### src/rtl/core/fpc_pkg.sv
// ----------------------------------------------------------------------------
// fpc_pkg
// Shared types and constants for the frame parser with CRC-16/MODBUS check.
// ----------------------------------------------------------------------------
package fpc_pkg;

    // Default payload storage depth in bytes
    localparam int MAX_PAYLOAD_DEF = 32;

    // Frame layout
    localparam int HDR_LEN = 7;
    localparam int CRC_LEN = 2;
    localparam int LEN_IDX = 6;
    localparam int CRC_START_IDX = 3;  // first byte count at which the CRC is fed

    // Byte counter saturates at its all-ones value
    localparam int COUNT_W = 9;

    // Configuration port
    localparam int CFG_IDX_W  = 2;
    localparam int CFG_DATA_W = 9;
    localparam logic [CFG_IDX_W-1:0] CFG_START   = 2'd0;
    localparam logic [CFG_IDX_W-1:0] CFG_VERSION = 2'd1;
    localparam logic [CFG_IDX_W-1:0] CFG_MIN_LEN = 2'd2;

    localparam logic [7:0] START_RST   = 8'hAA;
    localparam logic [7:0] VERSION_RST = 8'h01;
    localparam logic [8:0] MIN_LEN_RST = 9'd9;

    // CRC-16/MODBUS, reflected
    localparam logic [15:0] CRC_INIT = 16'hFFFF;
    localparam logic [15:0] CRC_POLY = 16'hA001;

    // Status codes
    localparam logic [2:0] ST_OK      = 3'd0;
    localparam logic [2:0] ST_LENGTH  = 3'd1;
    localparam logic [2:0] ST_START   = 3'd2;
    localparam logic [2:0] ST_VERSION = 3'd3;
    localparam logic [2:0] ST_TOO_BIG = 3'd4;
    localparam logic [2:0] ST_CRC     = 3'd5;

    typedef struct packed {
        logic [7:0] rx_byte;
        logic       frame_end;
    } t_in_word;

    typedef struct packed {
        logic [2:0]  status;
        logic [7:0]  dest_addr;
        logic [7:0]  src_addr;
        logic [7:0]  command;
        logic [7:0]  sequence_res;
        logic [7:0]  payload_len;
        logic [15:0] received_crc;
        logic [7:0]  payload_byte;
        logic        is_payload;
        logic        last_result;
    } t_out_word;

endpackage

### src/rtl/core/frame_parser_crc16_check.sv
// ----------------------------------------------------------------------------
// frame_parser_crc16_check
// Byte-wise frame receiver: header capture, CRC-16/MODBUS check, payload replay.
// ----------------------------------------------------------------------------
// Usage:
//   Input channel (i_in_valid / o_in_ready / i_in) carries one frame byte per
//   word; frame_end marks the closing byte. Output channel (o_out_valid /
//   i_out_ready / o_out) carries one result word.
//   The closing byte of a frame produces a status word in the cycle after it is
//   accepted. After an ok frame with L payload bytes, each of the next L input
//   words is consumed without being parsed and returns one stored payload byte
//   (last_result on the final one). Other bytes produce no result.
//   Throughput: one input word per cycle unless a stalled receiver holds it, as
//   below. The payload byte for a replay word is prefetched from the payload
//   RAM the cycle before, so its registered read port costs nothing.
//   When the receiver stalls, the result waits in the output register; input
//   words that produce no result are still taken, those that would produce one
//   wait until the output register frees up.
//   Reset (synchronous, active low) restores the register defaults and clears
//   the frame counters and replay state; the header store and payload RAM are not cleared.
//   Configuration writes are applied at once and belong between frames.
// ----------------------------------------------------------------------------
module frame_parser_crc16_check #(
    parameter int MAX_PAYLOAD = fpc_pkg::MAX_PAYLOAD_DEF
) (
    input  logic                             i_clk,
    input  logic                             i_rst_n,
    // configuration
    input  logic                             i_cfg_we,
    input  logic [fpc_pkg::CFG_IDX_W-1:0]    i_cfg_idx,
    input  logic [fpc_pkg::CFG_DATA_W-1:0]   i_cfg_data,
    // byte input
    input  logic                             i_in_valid,
    output logic                             o_in_ready,
    input  fpc_pkg::t_in_word                i_in,
    // result output
    output logic                             o_out_valid,
    input  logic                             i_out_ready,
    output fpc_pkg::t_out_word               o_out
);

    localparam int AW = (MAX_PAYLOAD > 1) ? $clog2(MAX_PAYLOAD) : 1;
    localparam int PW = $clog2(MAX_PAYLOAD + 1);
    localparam int HW = $clog2(fpc_pkg::HDR_LEN);
    localparam logic [fpc_pkg::COUNT_W-1:0] COUNT_MAX = '1;

    // CRC-16/MODBUS update for one byte, LSB first
    function automatic logic [15:0] crc16_feed(input logic [15:0] crc_in,
                                               input logic [7:0]  data);
        logic [15:0] c;
        c = crc_in ^ {8'h00, data};
        for (int k = 0; k < 8; k++) begin
            c = c[0] ? ((c >> 1) ^ fpc_pkg::CRC_POLY) : (c >> 1);
        end
        return c;
    endfunction

    // configuration registers
    logic [7:0] r_start_byte;
    logic [7:0] r_version_byte;
    logic [8:0] r_min_len;

    // frame state
    logic [fpc_pkg::COUNT_W-1:0] r_byte_count;
    logic [15:0]                 r_crc;
    logic [15:0]                 r_tail;
    logic [7:0]                  r_hdr [fpc_pkg::HDR_LEN];
    logic [7:0]                  n_hdr [fpc_pkg::HDR_LEN];

    // replay state
    logic [PW-1:0] r_drain_pos;
    logic [PW-1:0] n_drain_pos;
    logic [7:0]    r_drain_left;

    // output register
    logic                r_out_valid;
    fpc_pkg::t_out_word  r_out;
    fpc_pkg::t_out_word  n_out;

    logic draining;
    logic makes_result;
    logic in_acc;
    logic byte_acc;
    logic out_load;

    logic [15:0] crc_fed;
    logic [15:0] crc_next;
    logic [15:0] rx_crc;
    logic [9:0]  frame_len;
    logic [9:0]  frame_len_hdr;
    logic [7:0]  pay_len;
    logic [2:0]  status;

    logic [fpc_pkg::COUNT_W-1:0] pay_off;
    logic                        ram_we;
    logic [7:0]                  ram_rdata;

    // handshake
    assign draining     = (r_drain_left != 8'd0);
    assign makes_result = draining || i_in.frame_end;
    assign o_in_ready   = !r_out_valid || i_out_ready || !makes_result;
    assign in_acc       = i_in_valid && o_in_ready;
    assign byte_acc     = in_acc && !draining;
    assign out_load     = in_acc && makes_result;

    // configuration writes
    always_ff @(posedge i_clk) begin
        if (!i_rst_n) begin
            r_start_byte   <= fpc_pkg::START_RST;
            r_version_byte <= fpc_pkg::VERSION_RST;
            r_min_len      <= fpc_pkg::MIN_LEN_RST;
        end else if (i_cfg_we) begin
            case (i_cfg_idx)
                fpc_pkg::CFG_START:   r_start_byte   <= i_cfg_data[7:0];
                fpc_pkg::CFG_VERSION: r_version_byte <= i_cfg_data[7:0];
                fpc_pkg::CFG_MIN_LEN: r_min_len      <= i_cfg_data;
                default: ;
            endcase
        end
    end

    // header capture, this byte included
    always_comb begin
        for (int h = 0; h < fpc_pkg::HDR_LEN; h++) begin
            n_hdr[h] = r_hdr[h];
        end
        if (byte_acc && (r_byte_count < fpc_pkg::COUNT_W'(fpc_pkg::HDR_LEN))) begin
            n_hdr[r_byte_count[HW-1:0]] = i_in.rx_byte;
        end
    end

    always_ff @(posedge i_clk) begin
        r_hdr <= n_hdr;
    end

    // running CRC lags two bytes so the trailing CRC is left out
    assign crc_fed  = crc16_feed(r_crc, r_tail[15:8]);
    assign crc_next = (r_byte_count >= fpc_pkg::COUNT_W'(fpc_pkg::CRC_START_IDX)) ?
                      crc_fed : r_crc;
    assign rx_crc   = {i_in.rx_byte, r_tail[7:0]};

    // frame checks on the closing byte
    assign frame_len     = {1'b0, r_byte_count} + 10'd1;
    assign pay_len       = n_hdr[fpc_pkg::LEN_IDX];
    assign frame_len_hdr = 10'(fpc_pkg::HDR_LEN + fpc_pkg::CRC_LEN) + {2'b00, pay_len};

    always_comb begin
        if ((frame_len < {1'b0, r_min_len}) || (frame_len < 10'(fpc_pkg::HDR_LEN))) begin
            status = fpc_pkg::ST_LENGTH;
        end else if (n_hdr[0] != r_start_byte) begin
            status = fpc_pkg::ST_START;
        end else if (n_hdr[1] != r_version_byte) begin
            status = fpc_pkg::ST_VERSION;
        end else if ({2'b00, pay_len} > 10'(MAX_PAYLOAD)) begin
            status = fpc_pkg::ST_TOO_BIG;
        end else if (frame_len != frame_len_hdr) begin
            status = fpc_pkg::ST_LENGTH;
        end else if (rx_crc != crc_next) begin
            status = fpc_pkg::ST_CRC;
        end else begin
            status = fpc_pkg::ST_OK;
        end
    end

    // frame counters
    always_ff @(posedge i_clk) begin
        if (!i_rst_n) begin
            r_byte_count <= '0;
            r_crc        <= fpc_pkg::CRC_INIT;
            r_tail       <= '0;
        end else if (byte_acc) begin
            if (i_in.frame_end) begin
                r_byte_count <= '0;
                r_crc        <= fpc_pkg::CRC_INIT;
                r_tail       <= '0;
            end else begin
                if (r_byte_count != COUNT_MAX) begin
                    r_byte_count <= r_byte_count + fpc_pkg::COUNT_W'(1);
                end
                r_crc  <= crc_next;
                r_tail <= {r_tail[7:0], i_in.rx_byte};
            end
        end
    end

    // payload store write
    assign pay_off = r_byte_count - fpc_pkg::COUNT_W'(fpc_pkg::HDR_LEN);
    assign ram_we  = byte_acc
                  && (r_byte_count >= fpc_pkg::COUNT_W'(fpc_pkg::HDR_LEN))
                  && (pay_off < fpc_pkg::COUNT_W'(MAX_PAYLOAD));

    // replay position; the RAM always reads the next position
    always_comb begin
        n_drain_pos = r_drain_pos;
        if (in_acc && draining) begin
            n_drain_pos = r_drain_pos + PW'(1);
        end else if (byte_acc && i_in.frame_end) begin
            n_drain_pos = '0;
        end
    end

    always_ff @(posedge i_clk) begin
        if (!i_rst_n) begin
            r_drain_pos  <= '0;
            r_drain_left <= '0;
        end else begin
            r_drain_pos <= n_drain_pos;
            if (in_acc && draining) begin
                r_drain_left <= r_drain_left - 8'd1;
            end else if (byte_acc && i_in.frame_end && (status == fpc_pkg::ST_OK)) begin
                r_drain_left <= pay_len;
            end
        end
    end

    fpc_ram #(
        .WIDTH (8),
        .DEPTH (MAX_PAYLOAD),
        .AW    (AW)
    ) u_payload_ram (
        .i_clk   (i_clk),
        .i_we    (ram_we),
        .i_waddr (pay_off[AW-1:0]),
        .i_wdata (i_in.rx_byte),
        .i_raddr (n_drain_pos[AW-1:0]),
        .o_rdata (ram_rdata)
    );

    // result word
    always_comb begin
        n_out = '0;
        if (draining) begin
            n_out.payload_byte = ram_rdata;
            n_out.is_payload   = 1'b1;
            n_out.last_result  = (r_drain_left == 8'd1);
        end else begin
            n_out.status = status;
            if (status == fpc_pkg::ST_OK) begin
                n_out.dest_addr    = n_hdr[2];
                n_out.src_addr     = n_hdr[3];
                n_out.command      = n_hdr[4];
                n_out.sequence_res = n_hdr[5];
                n_out.payload_len  = pay_len;
                n_out.received_crc = rx_crc;
            end
            n_out.last_result = (status != fpc_pkg::ST_OK) || (pay_len == 8'd0);
        end
    end

    // output register
    always_ff @(posedge i_clk) begin
        if (!i_rst_n) begin
            r_out_valid <= 1'b0;
        end else if (out_load) begin
            r_out_valid <= 1'b1;
        end else if (i_out_ready) begin
            r_out_valid <= 1'b0;
        end
    end

    always_ff @(posedge i_clk) begin
        if (out_load) begin
            r_out <= n_out;
        end
    end

    assign o_out_valid = r_out_valid;
    assign o_out       = r_out;

`ifndef ASSERT_OFF
    // no payload write while stored bytes are being replayed
    a_no_write_in_drain: assert property (@(posedge i_clk) disable iff (!i_rst_n)
        draining |-> !ram_we)
        else $error("payload RAM written during replay");

    // replay never runs past the stored payload
    a_drain_bound: assert property (@(posedge i_clk) disable iff (!i_rst_n)
        draining |-> ((10'(r_drain_pos) + 10'(r_drain_left)) <= 10'(MAX_PAYLOAD)))
        else $error("replay exceeds payload storage");

    // an ok closing byte arms the replay with the frame's payload length
    a_drain_arm: assert property (@(posedge i_clk) disable iff (!i_rst_n)
        (byte_acc && i_in.frame_end && (status == fpc_pkg::ST_OK))
        |=> (r_drain_left == $past(pay_len)) && (r_drain_pos == '0))
        else $error("replay not armed after ok frame");

    // failed frames close at once with an empty header
    a_fail_closes: assert property (@(posedge i_clk) disable iff (!i_rst_n)
        (o_out_valid && !o_out.is_payload && (o_out.status != fpc_pkg::ST_OK))
        |-> (o_out.last_result && (o_out.payload_len == 8'd0)
             && (o_out.received_crc == 16'd0)))
        else $error("failed frame status word malformed");

    // payload words carry no status
    a_payload_word: assert property (@(posedge i_clk) disable iff (!i_rst_n)
        (o_out_valid && o_out.is_payload) |-> (o_out.status == fpc_pkg::ST_OK))
        else $error("payload word with status set");
`endif

endmodule

### src/rtl/core/fpc_ram.sv
// ----------------------------------------------------------------------------
// fpc_ram
// Generic single-write, single-read RAM with a registered read port.
// ----------------------------------------------------------------------------
module fpc_ram #(
    parameter int WIDTH = 8,
    parameter int DEPTH = 32,
    parameter int AW    = (DEPTH > 1) ? $clog2(DEPTH) : 1
) (
    input  logic             i_clk,
    input  logic             i_we,
    input  logic [AW-1:0]    i_waddr,
    input  logic [WIDTH-1:0] i_wdata,
    input  logic [AW-1:0]    i_raddr,
    output logic [WIDTH-1:0] o_rdata
);

    logic [WIDTH-1:0] r_mem [DEPTH];
    logic [WIDTH-1:0] r_rdata;

    // write port
    always_ff @(posedge i_clk) begin
        if (i_we) begin
            r_mem[i_waddr] <= i_wdata;
        end
    end

    // registered read port
    always_ff @(posedge i_clk) begin
        r_rdata <= r_mem[i_raddr];
    end

    assign o_rdata = r_rdata;

endmodule

### config.mk
export PLATFORM = sky130hd
export DESIGN_NAME = frame_parser_crc16_check
export DESIGN_NICKNAME = d
export VERILOG_FILES = /design/src/rtl/core/fpc_pkg.sv /design/src/rtl/core/frame_parser_crc16_check.sv /design/src/rtl/core/fpc_ram.sv
export SDC_FILE = /design/constraint.sdc
export NUM_CORES = 1
export LEC_CHECK = 0
export BUFFER_PORTS_ARGS = -buffer_cell sky130_fd_sc_hd__buf_2
export CORE_ASPECT_RATIO = 0.8
export CORE_MARGIN = 1.5
export CORE_UTILIZATION = 50
export CTS_CLUSTER_DIAMETER = 40
export DETAILED_ROUTE_END_ITERATION = 8
export MAX_ROUTING_LAYER = met4
export PLACE_DENSITY = 0.71
export REMOVE_ABC_BUFFERS = 1
export SYNTH_ARGS = -nofsm -noshare
export SYNTH_HDL_FRONTEND = slang
export SYNTH_SLANG_ARGS = --single-unit
export TNS_END_PERCENT = 20
### constraint.sdc
create_clock -name i_clk -period 5.7 [get_ports i_clk]
set_clock_uncertainty 0.15 [all_clocks]
set_input_delay 1.14 -clock i_clk [delete_from_list [all_inputs] [get_ports i_clk]]
set_output_delay 1.14 -clock i_clk [all_outputs]
set_load 0.02 [all_outputs]
; ---- After elaboration in Yosys (flattened, before gate mapping)
; Memory sizes are Yosys's and may differ from the RTL's. A register that Yosys moved wholly into a read port is not among the register bits.
; Index checks and enable logic that the tools add are counted.
; Widths: inputs -> output; s select.
[word_totals]
reg_bits = 206
ramBits = 256
in_bits = 25
memories = 1
wordCells = 127
output_inout_bits = 71
[classes]
n_eq_ne = 8
n_reduce_logical = 32
magnitude_cmp = 9
addsub = 6
n_mux = 33
bitwise_logic = 11
[mem_list]
columns = name, depth, word_bits, read_ports, rd_ports_with_merged_regs, wr, line
row1 = u_payload_ram.r_mem, 32, 8, 1, 1, 1, fpc_ram.sv:18  ; logic [WIDTH-1:0] r_mem [DEPTH];
[ops]
columns = op, count
row1 = $mux 16, 11
row2 = $bwmux 56, 1
row3 = $mux 56, 1
row4 = $demux 8 s3, 1
row5 = $mux 8, 3
row6 = $not 2->3, 8
row7 = $mux 3, 6
row8 = $mux 9, 2
row9 = $ne 16x16->1, 1
row10 = $ne 8x8->1, 2
row11 = $xor 16x8->16, 1
row12 = $mux 6, 2
row13 = $add 9x1->10 const B, 1
row14 = $logic_and 1x1->1, 10
row15 = $lt 10x3->1 const B, 1
row16 = $lt 10x9->1, 1
row17 = $ne 10x9->1, 1
row18 = $add 4x8->9 const A, 1
row19 = $add 9x1->9 const B, 1
row20 = $ge 9x2->1 const B, 1
row21 = $ge 9x3->1 const B, 1
row22 = $lt 9x3->1 const B, 1
row23 = $lt 9x6->1 const B, 1
row24 = $ne 9x9->1 const B, 1
row25 = other kinds (22), 39

; ---- Depth between registers and ports, before layout
; Gate-level depths: netlist of run 1.
[logic_depth]
word_depth = 29
mapped_depth = 21

; ---- Cells and area by module
; Synthesis of run 1 repeated with hierarchy kept, for this count alone.
[unflattened]
cells_unflattened = 1397
area_unflattened_um2 = 19745.2
[modules_own_cells]
columns = mod, area_per_inst_um2, seq_area_each_um2, instances, cells_each
row1 = fpc_ram, 10053.4, 7847.5, 1, 417
row2 = frame_parser_crc16_check, 9691.8, 4794.6, 1, 980

; ---- Worst setup path after synthesis of run 1
; No wires, ideal clock.
[synth_path]
path_type = input port to flip-flop
from = input i_in_valid
to = register r_out (netlist bit o_out[55]), data pin
stages = 17
setup_time_ps = 134
path_slack_ps = 892
path_buffers = 4
arrival_ps = 4524
cell_sequence = clkbuf_1 nand3_1 or3_1 buf_4 o21ai_0 ha_1 nand2_1 or4_4 and2_4 and3_4 o41ai_2 o211a_4 nand4_2 or2_1 buf_6 buf_8 nor2b_4
[synth_lines]
columns = element, line
row1 = start: declaration, frame_parser_crc16_check.sv:33  ; input logic i_in_valid,
row2 = end signal: assignment, frame_parser_crc16_check.sv:263  ; r_out <= n_out;
row3 = end: declaration, frame_parser_crc16_check.sv:77  ; fpc_pkg::t_out_word r_out;

==> results of run 1 <==
## state kept, by name, summed over array words and instances (netlist names)
register and cells:
u_payload_ram.o_rdata 8, o_out_valid 1, r_hdr 56, r_crc 16, r_byte_count 9, r_min_len 9, r_drain_left 8, u_payload_ram.r_mem 256
r_version_byte 8, o_out 69, r_tail 16, r_start_byte 8, r_drain_pos 5
## placed cells by master, fill, tap and decap left out, types with 19 or more instances in the layout
master	count
ha_1	19
dfxtp_1	144
nand3_1	35
a31oi_1	35
and2_1	80
a22oi_1	23
mux2_2	35
buf_4	38
a311oi_1	33
nor2_1	126
xor2_1	20
xnor2_1	47
inv_1	54
nor2b_4	29
mux2i_1	36
a211oi_1	92
o21ai_0	35
nand2_1	210
edfxtp_1	325
a21oi_1	45
buf_2	95
clkbuf_16	50
## cell type report
type                    count  share of cell area (%)
flip-flops and latches    469                    54.6
multi-input cells        1083                    30.9
clock buffers              69                    5.97
repair buffers            136                    3.54
well taps                 544                    2.94
clock inverters            23                    1.17
inverters                  58                   0.940
## metrics by stage
| stage | area (µm²) | worst slack, ns | cells | hold slack, ns |
|---|---|---|---|---|
| detailed placement | 21500 | 0.624 | 2290 | 0.297 |
| finish | 23200 | 0.755 | 2382 | 0.303 |
| global route | 23200 | 0.455 | 2382 | 0.343 |
| CTS | 23200 | 0.800 | 2382 | 0.311 |
| floorplan | 20000 | -2.09 | 1610 | 0.272 |
| global placement | 21500 | 0.687 | 2290 | 0.286 |
## critical path: stages (launching register included)
cell and delay (ns):
dfxtp_1 0.35, nor4_2 0.37, and3_1 0.41, inv_2 0.30, or3_1 0.46, o21ai_0 0.28, ha_1 0.28, nand2_1 0.07
or4_4 0.43, and2_4 0.19, and3_4 0.18, o211a_1 0.23, o211a_4 0.28, nand4_2 0.08, or2_4 0.27, buf_12 0.28
nor2b_1 0.07
## where the power goes
part           internal, mW  switching [mW]
clock network          1.89            1.35
logic                 0.858            1.62
registers              3.98           0.131
## final timing paths
| path | start | to | slack [ns] |
|---|---|---|---|
| max reg2reg | r_drain_left[4] | o_out[49] | 0.75 |
| max | r_drain_left[4] | o_out[49] | 0.75 |
| min | r_hdr[15] | r_hdr[15] | 0.30 |
| min reg2reg | r_hdr[15] | r_hdr[15] | 0.30 |
## per-layer routing
metal	up-vias	track usage (%)	routed length [µm]	share of wire, %
li1	6432	-	-	-
met1	6842	34.3	22700	45
met2	511	36.7	22700	45
met3	71	4.84	3870	7.7
met4	0	6.11	932	1.9
met5	-	-	0	0
## kinds of logic (layout without fill, tap and decap cells)
group,Yosys count,after routing,synth area share (%)
adders and majority gates,19,19,1.16
and+or+nand+nor,579,579,14.8
other,1,2,0.0183
AOI/OAI and AO/OA,342,342,11.8
muxes,72,72,3.80
DFF,469,469,61.8
xor gates and xnor gates,69,69,3.09
buffers and inverters,167,286,3.53
==> flow_metrics.env, run 1 <==
export IMPL_status="finished, final reports clean"
export IMPL_dr_pass1_iters=5
export IMPL_cts_sinks=469
export IMPL_wl_per_cell_um=21.1
export IMPL_period_share_pct=86.8
export IMPL_grt_overflow=0
export IMPL_yosysMostFrequentCell="edfxtp_1"
export IMPL_synth_cell_types=78
export IMPL_grt_pass1_vias=13500
export IMPL_p_leak_nw=8.32
export IMPL_worst_pin_slew_ns=1.20
export IMPL_fillerInstances=3298
export IMPL_critPathMaxFanout=21
export IMPL_cts_resized=0
export IMPL_start_util_pct=50.6
export IMPL_grt_pass1_wl_mm=77.5
export IMPL_clkTransAtPathRegs_ns=0.06
export IMPL_routed_wl_mm=50.2
export IMPL_cts_hold_fix_buffers=0
export IMPL_period_needed_ns=4.95
export IMPL_die_area_mm2=0.0421
export IMPL_synth_area_leaders="edfxtp_1 (48%), dfxtp_1 (14%), nand2_1 (3.9%), a211oi_1 (3.4%), and2_1 (2.4%)"
export IMPL_layout_nets=1841
export IMPL_num_vias=13900
export IMPL_port_buffer_count=95
export IMPL_utilization_pct=57.2
export IMPL_yosysTopAreaCellShare_pct=47.7
export IMPL_arrival_ns=5.12
export IMPL_antenna_left=0
export IMPL_drv_cap=0
export IMPL_insertion_delay_ns=0.58
export IMPL_async_flop_share_pct=0
export IMPL_cp_end_kind="register"
export IMPL_ir_drop_mv=0.277
export IMPL_reg2reg_depth=16
export IMPL_postCtsSetupBuffers=0
export IMPL_io_pin_count=96
export IMPL_fmax_ghz=0.202
export IMPL_regArea_mm2=0.0126
export IMPL_synth_cell_area_mm2=0.0205
export IMPL_die_h_um=184
export IMPL_synth_area_leader_cell="edfxtp_1"
export IMPL_seq_area_frac_synth_pct=61.8
export IMPL_numCtsBuffers=49
export IMPL_p_total_mw=9.83
export IMPL_criticalPathCategory="reg -> reg"
export IMPL_cts_htree_levels=2
export IMPL_dr_first_iter_drc_count=1365
export IMPL_chipWidth_um=229
export IMPL_synthFlopType="edfxtp_1"
export IMPL_timing_final_hold_violations=0
export IMPL_postSynthCellCount=1718
export IMPL_critPathRequiredTime_ns=5.87
export IMPL_route_detailed_drc=0
export IMPL_rsz0062_at_grt="no"
export IMPL_multi_input_area_mm2=0.00715
export IMPL_yosysWarningCount=0
export IMPL_fp_coreArea_mm2=0.0405
export IMPL_whs_path_depth=2
export IMPL_synth_edf_count=325
export IMPL_synth_avg_cell_area_um2=11.9
export IMPL_num_rows=66
export IMPL_synthTopCellsByCount="edfxtp_1 (325), nand2_1 (210), dfxtp_1 (144), nor2_1 (126), a211oi_1 (92)"
export IMPL_slew_headroom_pct=19.4
export IMPL_start_kind="register"
export IMPL_grt_total_usage_pct=24.5
export IMPL_setup_viol=0
export IMPL_final_setup_tns_ns=0
export IMPL_powerDensity_mw_per_mm2=424
export IMPL_drive_above_1_share_pct=16.9
export IMPL_root_buffer="clkbuf_16"
export IMPL_gp_congestion=0.926
export IMPL_ys_seq_elements=469
export IMPL_cts_tree="built"
export IMPL_hold_path_class="reg -> reg"
export IMPL_cts_buffer_depth=3
export IMPL_antenna_found_initial=0
export IMPL_slew_violations=0
export IMPL_dpl_hpwl_mm=32.0
export IMPL_grt_max_degree=87
export IMPL_syn2layout_area_growth_pct=13.2
export IMPL_vias_per_cell=5.82
export IMPL_n_antenna_cell=0
Note: power is estimated with default switching activity, not from simulation.
==> inputs of run 2 (changes only) <==
CORE_UTILIZATION = 35   (was 50)
PLACE_DENSITY = 0.54   (was 0.71)
SKIP_CTS_REPAIR_TIMING = 1   (was default)
==> run 2 against run 1 <==
Net effect: combinational power hardly changed; routed wire length is 6.2% higher; largest power group unchanged; flip-flop and latch count stayed put; cell area is 2.5% higher; sequential share of layout area is 1.3 points lower; highest routed layer unchanged; final cell count is 10% higher.
==> flow_metrics.env, run 2 (synthesized netlist as in run 1, its figures left out) <==
export IMPL_fmax_ghz=0.203
export IMPL_drv_cap=0
export IMPL_root_buffer="clkbuf_16"
export IMPL_period_share_pct=86.5
export IMPL_utilization_pct=41.0
export IMPL_wl_per_cell_um=20.3
export IMPL_grt_overflow=0
export IMPL_critPathMaxFanout=21
export IMPL_vias_per_cell=5.18
export IMPL_dr_first_iter_drc_count=1043
export IMPL_gp_congestion=0.923
export IMPL_setup_ws_ns=0.772
export IMPL_setup_viol=0
export IMPL_rsz0062_at_grt="no"
export IMPL_dpl_hpwl_mm=33.8
export IMPL_dr_pass1_iters=7
export IMPL_pre_cts_ws_ns=0.463
export IMPL_cts_htree_levels=2
export IMPL_dpl_instance_area_mm2=0.0218
export IMPL_arrival_ns=5.14
export IMPL_die_area_mm2=0.0599
export IMPL_final_cell_mix="edfxtp_1 (325), nand2_1 (210), dfxtp_1 (144)"
export IMPL_largest_reg_flops=256
export IMPL_slowest_delay_ns=0.46
export IMPL_syn2layout_area_growth_pct=16.1
export IMPL_drive_above_1_share_pct=17.6
export IMPL_crit_chain="nor4_2 -> and3_1 -> inv_2 -> or3_1 -> o21ai_0 -> ha_1 -> nand2_1 -> or4_4 -> and2_4 -> and3_4 -> o211a_1 -> o211a_4 -> nand4_2 -> or2_4 -> buf_4 -> nor2_1"
export IMPL_numCtsBuffers=54
export IMPL_grt_pass1_vias=13400
export IMPL_grt_total_usage_pct=18.3
export IMPL_crit_family="simple AND/OR/NAND/NOR gates"
export IMPL_chipWidth_um=273
export IMPL_fillerInstances=5492
export IMPL_route_detailed_drc=0
export IMPL_clkTransAtPathRegs_ns=0.06
export IMPL_routed_wl_mm=53.3
export IMPL_insertion_delay_ns=0.61
export IMPL_regMostFlops="u_payload_ram.r_mem"
export IMPL_critPathSlowestCell="or3_1"
export IMPL_start_kind="register"
export IMPL_worst_pin_slew_ns=1.09
export IMPL_powerDensity_mw_per_mm2=431
export IMPL_final_common_cell="edfxtp_1"
export IMPL_ir_drop_mv=0.233
export IMPL_status="finished, final reports clean"
export IMPL_criticalPathCategory="reg -> reg"
export IMPL_final_setup_tns_ns=0
export IMPL_timing_final_hold_violations=0
export IMPL_cp_end_kind="register"
export IMPL_p_total_mw=10.2
export IMPL_num_rows=79
export IMPL_slew_violations=0
export IMPL_start_util_pct=35.3
export IMPL_die_h_um=219
export IMPL_grt_max_degree=104
export IMPL_final_area_mm2=0.0237
export IMPL_path_buf_inv=2
export IMPL_cts_sinks=469
export IMPL_fp_coreArea_mm2=0.0579
export IMPL_layout_nets=1849
export IMPL_port_buffer_count=95
export IMPL_cts_buffer_depth=3
export IMPL_io_pin_count=96
export IMPL_hold_path_class="reg -> reg"
export IMPL_grt_pass1_wl_mm=81.5
export IMPL_slew_headroom_pct=26.8
export IMPL_num_vias=13600
export IMPL_critPathRequiredTime_ns=5.91
export IMPL_antenna_left=0
export IMPL_antenna_found_initial=2
export IMPL_period_needed_ns=4.93
export IMPL_p_leak_nw=8.48
export IMPL_cts_tree="built"
## run 2: changes by cell type in the layout (fill, tap and decap cells not counted), moves of 2 or more
cell / change
clkbuf_16: +5
inv_6: +5
bufinv_16: +3
buf_12: +2
clkbuf_1: -2
## run 2: final cells by class
cell class / count / area (µm²) / share of cell area [%]
flip-flops and latches: 469 / 12600 / 53.2
multi-input cells: 1083 / 7150 / 30.1
clock buffers: 71 / 1490 / 6.26
well taps: 769 / 962 / 4.05
repair buffers: 139 / 868 / 3.66
clock inverters: 31 / 415 / 1.75
inverters: 58 / 218 / 0.917
diodes: 1 / 2.50 / 0.0105
## run 2: power by group
part	internal, mW	leakage, nW	switching [mW]
logic	0.875	3.40	1.63
clock network	2.19	0.922	1.46
registers	3.97	4.16	0.121
total	7.04	8.48	3.21
## run 2: metrics by stage
| step | hold WS, ns | instances |
|---|---|---|
| final | 0.309 | 2621 |
| after global routing | 0.349 | 2621 |
| after CTS | 0.312 | 2620 |
| after detailed placement | 0.296 | 2518 |
| after global placement | 0.285 | 2518 |
| after floorplan | 0.272 | 1610 |
## run 2: final timing paths
path | startpoint | cells past startpoint | slack (ns) | to
min reg2reg | r_hdr[15] | 2 | 0.31 | r_hdr[15]
max | r_drain_left[4] | 16 | 0.77 | o_out[17]
min | r_hdr[15] | 2 | 0.31 | r_hdr[15]
max reg2reg | r_drain_left[4] | 16 | 0.77 | o_out[17]
## run 2: tightest hold or removal path: stages (launching register included)
cell	delay (ns)
dfxtp_1	0.31
nand2_1	0.04
o21ai_0	0.07
## run 2: per-layer routing
metal | vias up | routed length (µm) | global-route usage [%]
met5 | - | 0 | -
met4 | 0 | 1230 | 5.23
met3 | 88 | 2750 | 2.80
met2 | 336 | 23200 | 26.7
met1 | 6701 | 26100 | 26.3
li1 | 6449 | - | -
==> inputs of run 3 (changes only) <==
CORE_MARGIN = 8   (was 1.5)
clock period = 5.1 ns   (was 5.7 ns; I/O delays follow)
==> run 3 against run 2 <==
Net effect: routed wire length is 0.75% higher; global-route usage shrank 2.1 points; first-iteration DRC count shrank 1.8%; critical path type unchanged.
==> flow_metrics.env, run 3 (synthesized netlist as in run 1, its figures left out) <==
export IMPL_timing_final_hold_violations=0
export IMPL_grt_max_degree=61
export IMPL_fmax_ghz=0.215
export IMPL_grt_pass1_wl_mm=81.8
export IMPL_period_share_pct=91.2
export IMPL_drv_cap=0
export IMPL_num_vias=13600
export IMPL_fp_coreArea_mm2=0.0579
export IMPL_powerDensity_mw_per_mm2=479
export IMPL_final_cell_mix="edfxtp_1 (325), nand2_1 (210), dfxtp_1 (144)"
export IMPL_final_cell_count_no_fill=2655
export IMPL_p_int_mw=7.90
export IMPL_clock_power_share_pct=35.0
export IMPL_setup_ws_ns=0.451
export IMPL_regArea_mm2=0.0126
export IMPL_cts_sinks=469
export IMPL_die_area_mm2=0.0665
export IMPL_period_needed_ns=4.65
export IMPL_n_antenna_cell=0
export IMPL_dpl_instance_area_mm2=0.0221
export IMPL_grt_util_met1_pct=23.0
export IMPL_start_kind="register"
export IMPL_drive_above_1_share_pct=18.9
export IMPL_ir_drop_mv=0.282
export IMPL_die_h_um=232
export IMPL_grt_pass1_vias=13400
export IMPL_p_switching_mw=3.59
export IMPL_io_pin_count=96
export IMPL_fillerInstances=5559
export IMPL_pwr_share_seq_pct=39.9
export IMPL_largest_reg_flops=256
export IMPL_criticalPathCategory="reg -> reg"
export IMPL_final_area_mm2=0.0240
export IMPL_start_util_pct=35.3
export IMPL_cts_htree_levels=2
export IMPL_slew_violations=0
export IMPL_critPathMaxFanout=34
export IMPL_antenna_found_initial=2
export IMPL_syn2layout_area_growth_pct=17.4
export IMPL_regMostFlops="u_payload_ram.r_mem"
export IMPL_layout_nets=1881
export IMPL_gp_congestion=0.900
export IMPL_num_rows=79
export IMPL_dr_pass1_iters=5
export IMPL_critPathRequiredTime_ns=5.41
export IMPL_grt_use_met3_pct=2.85
export IMPL_grt_total_usage_pct=16.2
export IMPL_switching_share_pct=31.2
export IMPL_placedCellCount=2546
export IMPL_rsz0062_at_grt="no"
export IMPL_p_leak_nw=8.65
export IMPL_grt_overflow=0
export IMPL_dr_first_iter_drc_count=1024
export IMPL_route_detailed_drc=0
export IMPL_antenna_left=0
export IMPL_clkTransAtPathRegs_ns=0.06
export IMPL_slew_headroom_pct=16.2
export IMPL_pre_cts_ws_ns=0.268
export IMPL_status="finished, final reports clean"
export IMPL_final_common_cell="edfxtp_1"
export IMPL_routed_wl_mm=53.7
export IMPL_root_buffer="clkbuf_16"
export IMPL_comb_power_share_pct=25.1
export IMPL_cts_buffer_depth=3
export IMPL_cp_end_kind="register"
export IMPL_met2_usage_pct=23.5
export IMPL_grt_busiest_layer="met2"
export IMPL_arrival_ns=4.96
export IMPL_hold_path_class="reg -> reg"
export IMPL_setup_viol=0
export IMPL_dpl_hpwl_mm=35.8
export IMPL_vias_per_cell=5.13
export IMPL_port_buffer_count=95
export IMPL_numCtsBuffers=58
export IMPL_insertion_delay_ns=0.60
export IMPL_wl_per_cell_um=20.2
export IMPL_multi_input_area_mm2=0.00715
export IMPL_cts_tree="built"
export IMPL_worst_pin_slew_ns=1.25
export IMPL_chipWidth_um=286
-- run 3: cell types whose count changed in the layout (fill, tap and decap cells not counted), moves of 2 or more --
cell / delta
buf_4: +24
clkbuf_16: +5
buf_12: +4
bufinv_16: -4
clkinv_1: +4
clkinv_4: +3
inv_4: +3
clkinvlp_4: -2
inv_6: -2
-- run 3: worst paths after layout --
kind	start	to	slack [ns]	cells past startpoint
setup / recovery	r_drain_left[4]	o_out[49]	0.45	16
hold / removal	r_hdr[10]	r_hdr[10]	0.31	2
setup reg to reg	r_drain_left[4]	o_out[49]	0.45	16
hold reg to reg	r_hdr[10]	r_hdr[10]	0.31	2
-- run 3: per-layer routing --
| metal | vias up | share of wire, % | wire (µm) |
|---|---|---|---|
| li1 | 6540 | - | - |
| met5 | - | 0 | 0 |
| met3 | 86 | 5.4 | 2900 |
| met4 | 0 | 2.7 | 1430 |
| met1 | 6676 | 49 | 26100 |
| met2 | 322 | 43 | 23200 |
-- run 3: layout make-up --
cell class                 count  share of cell area (%)
clock buffer                  77                    6.73
clock inverter                32                    1.20
inverter                      58                   0.912
multi-input combinational   1083                    29.8
sequential                   469                    52.7
tap                          769                    4.01
timing repair buffer         167                    4.70
-- run 3: power by group through the flow --
| stage | clock [mW] | sequential, mW | combinational (mW) |
|---|---|---|---|
| 6_report | 4.02 | 4.58 | 2.89 |
| 5_1_grt | 4.28 | 4.62 | 3.17 |
| 4_1_cts | 4.12 | 4.59 | 2.93 |
| 3_5_place_dp | 0 | 4.66 | 2.92 |
| 3_3_place_gp | 0 | 4.66 | 2.89 |
| 2_1_floorplan | 0 | 4.86 | 1.73 |
-- run 3: worst max-delay path, stage by stage, from the launching register on --
cell	delay, ns
dfxtp_1	0.34
nor4_2	0.41
and3_1	0.38
inv_2	0.05
or3_1	0.39
o21ai_0	0.26
ha_1	0.27
nand2_1	0.07
or4_4	0.43
and2_4	0.19
and3_4	0.18
o41ai_2	0.32
o211a_4	0.23
nand4_2	0.09
or2_4	0.33
buf_12	0.21
nor2b_1	0.14
-- run 3: through the flow --
step / power, mW / hold WS (ns) / TNS (ns) / util (%)
finish: 11.5 / 0.312 / 0 / 41.4
global route: 12.1 / 0.341 / 0 / 41.4
CTS: 11.6 / 0.321 / 0 / 41.4
detailed placement: 7.58 / 0.308 / 0 / 38.2
global placement: 7.55 / 0.291 / 0 / 38.2
floorplan: 6.59 / 0.272 / -91.79 / -
